File: config.mk
export PLATFORM = sky130hd
export DESIGN_NAME = ufrs_ctrl
export DESIGN_NICKNAME = d
export VERILOG_FILES = /design/src/rtl/ufrs_pkg.sv /design/src/rtl/ufrs_ctrl.sv
export SDC_FILE = /design/constraint.sdc
export NUM_CORES = 1
export LEC_CHECK = 0
export BUFFER_PORTS_ARGS = -buffer_cell sky130_fd_sc_hd__buf_4
export CAP_MARGIN = 20
export CORE_AREA = 2 2 39 41
export DETAILED_ROUTE_END_ITERATION = 8
export DIE_AREA = 0 0 41 43
export GPL_TIMING_DRIVEN = 0
export PLACE_DENSITY = 0.39
export SLEW_MARGIN = 20
export SYNTH_ARGS = -nofsm -noshare
export SYNTH_HDL_FRONTEND = slang
export SYNTH_SLANG_ARGS = --single-unit
File: constraint.sdc
create_clock -name clk -period 1.4 [get_ports clk]
set_input_delay 0.35 -clock clk [delete_from_list [all_inputs] [get_ports clk]]
set_output_delay 0.35 -clock clk [all_outputs]
set_load 0.01 [all_outputs]
File: src/rtl/ufrs_pkg.sv
package ufrs_pkg;

    localparam int ID_W = 16;
    localparam logic [15:0] COUNT_MAX = 16'hFFFF;

    typedef struct packed {
        logic [ID_W-1:0] node_a;
        logic [ID_W-1:0] node_b;
    } in_t;

    typedef struct packed {
        logic        merged;
        logic [15:0] forest_edges;
    } out_t;

    // controller -> datapath
    typedef struct packed {
        logic clear;   // write one entry of the init sweep
        logic load;    // take the edge beat
        logic update;  // write parent of the smaller side, move that walker up
        logic finish;  // register the result
        logic merge;   // result reports a merge
    } cmd_t;

    // datapath -> controller
    typedef struct packed {
        logic clr_last;
        logic in_range;
        logic same;     // both walkers see the same parent
        logic at_root;  // smaller-side walker is a root
    } sts_t;

endpackage

File: src/rtl/ufrs_ctrl.sv
module ufrs_ctrl
(
    input  logic           clk,
    input  logic           rst_n,
    input  logic           start,
    output logic           busy,
    input  ufrs_pkg::sts_t sts,
    output ufrs_pkg::cmd_t cmd
);

    typedef enum logic [2:0]
    {
        ST_CLEAR = 3'b001,
        ST_IDLE  = 3'b010,
        ST_EVAL  = 3'b100
    } state_t;

    state_t state_reg;
    state_t state_next;

    always_ff @(posedge clk or negedge rst_n)
    begin
        if (!rst_n)
        begin
            state_reg <= ST_CLEAR;
        end
        else
        begin
            state_reg <= state_next;
        end
    end

    always_comb
    begin
        state_next = state_reg;
        cmd        = '0;
        unique case (state_reg)
            ST_CLEAR:
            begin
                cmd.clear = 1'b1;
                if (sts.clr_last)
                begin
                    state_next = ST_IDLE;
                end
            end
            ST_IDLE:
            begin
                if (start)
                begin
                    cmd.load   = 1'b1;
                    state_next = ST_EVAL;
                end
            end
            ST_EVAL:
            begin
                if (!sts.in_range || sts.same)
                begin
                    cmd.finish = 1'b1;
                    state_next = ST_IDLE;
                end
                else
                begin
                    cmd.update = 1'b1;
                    if (sts.at_root)
                    begin
                        // root links to the other parent: sets merge
                        cmd.finish = 1'b1;
                        cmd.merge  = 1'b1;
                        state_next = ST_IDLE;
                    end
                end
            end
            default:
            begin
                state_next = ST_CLEAR;
            end
        endcase
    end

    assign busy = (state_reg != ST_IDLE);

endmodule

Yosys cells after proc, flatten, opt, wreduce, memory -nomap -nowiden
Index checks and enable logic that the tools add are counted.
- register bits: 3
- latch bits: 0
- bits in writable memories: 0
- ROM bits: 0
- bits of input ports: 7
- logic and storage cells: 24
- memories: 0
- add/sub/neg operators: 0
- multiply operators: 0
- divide/modulo/power cells: 0
- magnitude comparators: 0
- equality and inequality tests: 7
- shift operators: 0
- muxes and demuxes: 13
- bitwise logic cells: 0
- reductions and logical operators: 3
- operators with widths (cell ; count):
    $mux 3 ; 5
    $pmux 3 s3 ; 1
    $mux 1 ; 6
    $ne 2x2->1 const B ; 2
    $eq 3x1->1 const B ; 1
    $eq 3x2->1 const B ; 1
    $eq 3x3->1 const B ; 1
    $ne 3x2->1 const B ; 1
    $ne 3x3->1 const B ; 1
    $reduce_and 3->1 ; 1
    $mux 2 ; 1
    $logic_not 1->1 ; 1
    $logic_or 1x1->1 ; 1

Logic depth before layout (Yosys ltp)
Gate-level depths: netlist of run 1.
- depth after elaboration: 4
- gate-level depth with buffers: 3

Worst setup path after synthesis of run 1
Ideal clock, no wire load.
- path type: register to output
- from: register state_reg[1]
- to: output port cmd[0] (netlist name)
- arrival: 1245 ps
- slack: -195 ps
- stages on the path, launching flop included: 4
- buffers on the path: 0
- cells stage by stage: dfrtp_1 > or3b_4 > nor3b_2 > and2_1
- RTL lines (what ; RTL line ; source):
    start: declaration ; ufrs_ctrl.sv:18 ; state_t state_reg;
    start signal: assignment ; ufrs_ctrl.sv:29 ; state_reg <= state_next;
    end: declaration ; ufrs_ctrl.sv:8 ; output ufrs_pkg::cmd_t cmd

==> impl_metrics.json, run 1 <==
{
  "layout_setup_ws_ps": -417,
  "synth_cells": 21,
  "clkPwrFrac": 0.237,
  "overflow": 0,
  "ir_drop_mv": 0.715,
  "chipHeight_um": 43,
  "place_area_um2": 318,
  "clock_path_buffers": 2,
  "grt_max_degree": 8,
  "area.growth.synth_to_final_pct": 113,
  "layout.cells.non_filler": 59,
  "fmax_ghz": 0.550,
  "antenna_cells": 0,
  "highest_layer": "met4",
  "num_rows": 14,
  "wl_met2_um": 289,
  "syn_area_per_cell_um2": 9.47,
  "syn_nets": 28,
  "cp_data_arrival_time_ps": 1470,
  "violations": "setup timing",
  "post-route-period-util": 1.30,
  "seq_area_frac_synth": 0.384,
  "cap_violations": 0,
  "cts_buffers": 3,
  "p_int_mw": 0.433,
  "hp-class": "in2reg",
  "placedCellCount": 49,
  "critical_path_class": "reg2out",
  "p_total_mw": 0.644,
  "wl_met3_um": 47,
  "io_buffer_count": 12,
  "p_leak_nw": 0.193,
  "viasPerCell": 4.12,
  "globalplace.congestion": 0.741,
  "dr_total_vias": 243,
  "finalMaxSlewViolations": 0,
  "start_kind": "flip-flop",
  "crit_path_end_kind": "output pin",
  "fin_util": 0.306,
  "first_pass_iters": 2,
  "core_mm2": 0.00138,
  "grt_pass1_wl_um": 745,
  "finalWirelength_um": 577,
  "start_util": 0.144,
  "first_global_vias": 209,
  "critical_path_required_ps": 1050,
  "rsz0062_at_grt": "yes",
  "die_area_mm2": 0.00176,
  "wl_per_cell_um": 9.78,
  "postRouteAntennaNets": 0,
  "ys_types": 14,
  "htree_levels": 1,
  "fin_skew_ps": 1.29,
  "io_pins": 13,
  "critPathMaxFanout": 2,
  "switching_power_mw": 0.211,
  "routedLengthMet1_um": 225,
  "clock_latency_ps": 230,
  "fp.dieW_um": 41,
  "setup_viol": 6,
  "timing.final.crit_period_ps": 1820,
  "hold_violations": 0,
  "numClockSinks": 3,
  "fin_nets": 51,
  "antenna_found_initial": 0,
  "cts_root_buffer": "clkbuf_4",
  "drt_iter0_markers": 13,
  "drive_above_1_share": 0.651,
  "drcViolationCount": 0,
  "clk_pin_slew_ps": 40,
  "cts_tree": "yes",
  "hpwl_um": 388,
  "status": "finished with violations",
  "worst_pin_slew_ps": 260,
  "power_density_mw_per_mm2": 1520,
  "stdcell_area_um2": 423,
  "grt_usage": 0.0673,
  "combPwrFrac": 0.509,
  "yosys_warnings": 0,
  "pwr-share-seq": 0.254,
  "largest_register_ffs": 3,
  "synth_seq_cells": 3,
  "p_sw_frac": 0.328,
  "synth_area_um2": 199,
  "slew-limit-headroom": 0.826
}
[synth_stat cells (all sizes together)]
library cell | instances | area (um^2)
nor2 | 2 | 7.51
or3b | 1 | 11.3
nor3b | 5 | 42.5
or2b | 1 | 7.51
nor3 | 1 | 5.00
dfstp | 1 | 26.3
a21oi | 1 | 5.00
nand2 | 1 | 3.75
o31a | 1 | 8.76
dfrtp | 2 | 50.1
and2 | 2 | 12.5
or2 | 1 | 6.26
nand2b | 2 | 12.5
[critical path, cell delays in order, from the launching register on]
cell	delay (ps)
dfrtp_1	370
or3b_4	420
nor3b_4	190
and2_4	160
buf_6	90
[through the flow]
step	TNS (ps)	setup WS, ps	hold slack, ps
final	-1370	-417	384
after global routing	-1640	-468	386
after CTS	-1500	-431	382
after global placement	-300	-206	138
after detailed placement	-309	-212	140
after floorplan	-145	-145	54.4
[kinds of logic after synthesis]
family,count (synthesis),share of synthesized area
compound gates,2,0.0692
simple gates,16,0.547
flops,3,0.384
[per-layer routing]
metal  up-vias  GRT usage
li1        119          -
met1       110     0.0611
met2        12      0.103
met3         2     0.0157
met4         0     0.0800
met5         -          0
[power groups by stage]
stage	registers (mW)	logic, mW	clock network [mW]
2_1_floorplan	0.162	0.114	0
3_3_place_gp	0.176	0.195	0
3_5_place_dp	0.171	0.196	0
4_1_cts	0.162	0.234	0.162
5_1_grt	0.165	0.353	0.174
6_report	0.164	0.327	0.153
[path summary, 6_finish.rpt]
check | startpoint | end | slack (ps) | depth (start not counted)
min in group asynchronous | rst_n | state_reg[2] | 440 | 2
hold reg to reg | state_reg[0] | state_reg[0] | 560 | 2
max in group asynchronous | rst_n | state_reg[0] | 770 | 2
setup / recovery | state_reg[1] | cmd[0] | -420 | 4
hold / removal | sts[3] | state_reg[0] | 380 | 3
setup reg to reg | state_reg[0] | state_reg[1] | 170 | 4
[cell type report]
| cell class | count | area, um^2 |
|---|---|---|
| clock buffer | 4 | 26.3 |
| fill | 153 | 961 |
| multi-input combinational | 18 | 151 |
| sequential | 3 | 76.3 |
| tap | 16 | 20.0 |
| timing repair buffer | 18 | 149 |
[cell usage in the layout (no fill, tap or decap)]
master and instances:
nand2b_4 1, nor3b_1 2, nand2b_1 1, buf_6 3, nand2_1 1, nor3b_4 1
dfstp_2 1, or3b_4 1, nor3_1 1, a21oi_1 1, clkbuf_1 1, nor3b_2 2
nor2_1 2, or2b_1 1, buf_4 14, or2_4 1, clkbuf_4 3, and2_4 1
dfrtp_1 2, and2_1 1, o31a_1 1, dlygate4sd3_1 1
[repair_timing]
item,4_1_cts,5_1_grt
setup endpoints to repair,6,6
hold endpoints to repair,2,0
gates cloned,0,0
buffers inserted,1,4
hold buffers,1,0
gates resized for setup,2,5
pin swaps,3,1
Note: power is estimated with default switching activity, not from simulation.
==> inputs of run 2 (changes only) <==
Settings changed: BUFFER_PORTS_ARGS -buffer_cell sky130_fd_sc_hd__buf_4 to unset, DONT_BUFFER_PORTS set to 1, PLACE_DENSITY 0.39 to 0.3.
==> run 2 against run 1 <==
Against the previous run: the run still ends with setup timing left; sequential power down 9%; cell area down 16%; sequential share of layout area up 3.5 points; worst setup slack better by 27 ps; clock power about the same; clock skew down 0.80 ps; utilization down 5.0 points; register-to-register slack worse by 60 ps; sequential cell count unchanged; combinational power up 11%; first-iteration DRC count down 77%; clock-buffer cell count unchanged; largest cell class unchanged; largest power group unchanged.
==> impl_metrics.json, run 2 (synthesis gave the netlist of run 1 again) <==
{
  "hp-class": "in2reg",
  "switching_power_mw": 0.226,
  "fp.dieW_um": 41,
  "num_rows": 14,
  "ir_drop_mv": 0.558,
  "postRouteAntennaNets": 0,
  "numClockSinks": 3,
  "crit_path_end_kind": "output pin",
  "fin_skew_ps": 0.490,
  "final_cell_mix": "buf_4, nor3b_4, clkbuf_4",
  "nFillCells": 153,
  "cts_buffers": 3,
  "first_global_vias": 233,
  "grt_max_degree": 6,
  "multi_input_area_um2": 169,
  "first_pass_iters": 4,
  "start_kind": "flip-flop",
  "critical_path_class": "reg2out",
  "io_pins": 13,
  "violations": "setup timing",
  "rsz0062_at_grt": "yes",
  "setup_viol": 6,
  "drcViolationCount": 0,
  "start_util": 0.144,
  "clock_latency_ps": 230,
  "crit_start": "state_reg[0]",
  "layout_setup_ws_ps": -390,
  "finalMaxSlewViolations": 0,
  "post-route-period-util": 1.28,
  "dr_total_vias": 194,
  "p_int_mw": 0.436,
  "max_stage_delay_ps": 410,
  "pwr-share-seq": 0.225,
  "crit_slowest_cell": "or3b_4",
  "fin_nets": 40,
  "timing.final.crit_period_ps": 1790,
  "globalplace.congestion": 0.561,
  "antenna_found_initial": 0,
  "hpwl_um": 348,
  "clock_path_buffers": 2,
  "cp_data_arrival_time_ps": 1440,
  "finalWirelength_um": 514,
  "wl_per_cell_um": 10.7,
  "cts_tree": "yes",
  "p_total_mw": 0.662,
  "critical_path_required_ps": 1050,
  "pre_cts_ws_ps": -199,
  "worst_pin_slew_ps": 277,
  "hold_violations": 0,
  "critPathMaxFanout": 2,
  "io_buffer_count": 0,
  "viasPerCell": 4.04,
  "antenna_cells": 0,
  "p_leak_nw": 0.144,
  "core_mm2": 0.00138,
  "r2r-start": "state_reg[0]",
  "chipHeight_um": 43,
  "power_density_mw_per_mm2": 1870,
  "crit_chain": "or3b_4 > nor3b_4 > and2_4",
  "cts_root_buffer": "clkbuf_4",
  "grt_usage": 0.0806,
  "fmax_ghz": 0.559,
  "combPwrFrac": 0.549,
  "status": "finished with violations",
  "clk_pin_slew_ps": 40,
  "area.growth.synth_to_final_pct": 78.0,
  "clkPwrFrac": 0.226,
  "die_area_mm2": 0.00176,
  "drive_above_1_share": 0.563,
  "p_sw_frac": 0.342,
  "grt_pass1_wl_um": 903,
  "cap_violations": 0,
  "drt_iter0_markers": 3,
  "seq_area_um2": 76.3,
  "largest_register_ffs": 3,
  "hp-start": "sts[3]",
  "htree_levels": 1,
  "final_common_cell": "buf_4",
  "overflow": 0,
  "slew-limit-headroom": 0.815
}
-- run 2: cell count changes in the layout (fill, tap and decap cells not counted), sizes merged --
cell  change
buf      -11
-- run 2: final timing paths --
check,slack [ps],cells past startpoint,endpoint
worst min-delay path,300,2,state_reg[0]
worst min register to register,650,3,state_reg[0]
min in group asynchronous,370,1,state_reg[2]
max in group asynchronous,820,1,state_reg[0]
worst max-delay path,-390,3,cmd[0]
worst max register to register,110,5,state_reg[1]
-- run 2: layer usage --
layer  vias to the layer above  GRT usage  wire length [um]
met4                         0     0.0800                 8
li1                         96          -                 -
met1                        87     0.0782               157
met5                         -          0                 0
met3                         2     0.0366                59
met2                         9      0.116               288
-- run 2: repair_timing --
| action | in CTS | in global routing |
|---|---|---|
| setup endpoints to repair | 7 | 7 |
| endpoints found under the hold margin | 3 | 0 |
| resized for setup | 9 | 1 |
| buffers inserted | 6 | 0 |
| hold buffers | 1 | 0 |
| pin swaps | 4 | 3 |
-- run 2: power by group through the flow --
stage,Sequential (mW),Combinational (mW),Clock [mW]
after floorplan,0.162,0.114,0
after global placement,0.175,0.135,0
after detailed placement,0.177,0.134,0
after CTS,0.148,0.361,0.159
after global routing,0.152,0.391,0.170
final,0.149,0.364,0.150
-- run 2: critical path, delay by kind of cell (launching register included) --
family	cells	cell delay (ps)
simple gates	3	850
flops	1	360
-- run 2: cell type report --
| type | instances | area share |
|---|---|---|
| Multi-Input combinational cell | 18 | 0.477 |
| Sequential cell | 3 | 0.216 |
| Timing Repair Buffer | 7 | 0.177 |
| Clock buffer | 4 | 0.0742 |
| Tap cell | 16 | 0.0565 |
-- run 2: per-stage QoR --
| stage | utilization | cell area [um^2] | cells | setup TNS [ps] | hold WS (ps) |
|---|---|---|---|---|---|
| floorplan | - | 208 | 21 | -145 | 54.4 |
| global placement | 0.165 | 228 | 37 | -239 | 54.5 |
| detailed placement | 0.165 | 228 | 37 | -238 | 54.5 |
| CTS | 0.252 | 349 | 48 | -1120 | 307 |
| global route | 0.256 | 354 | 48 | -1250 | 315 |
| finish | 0.256 | 354 | 48 | -957 | 305 |
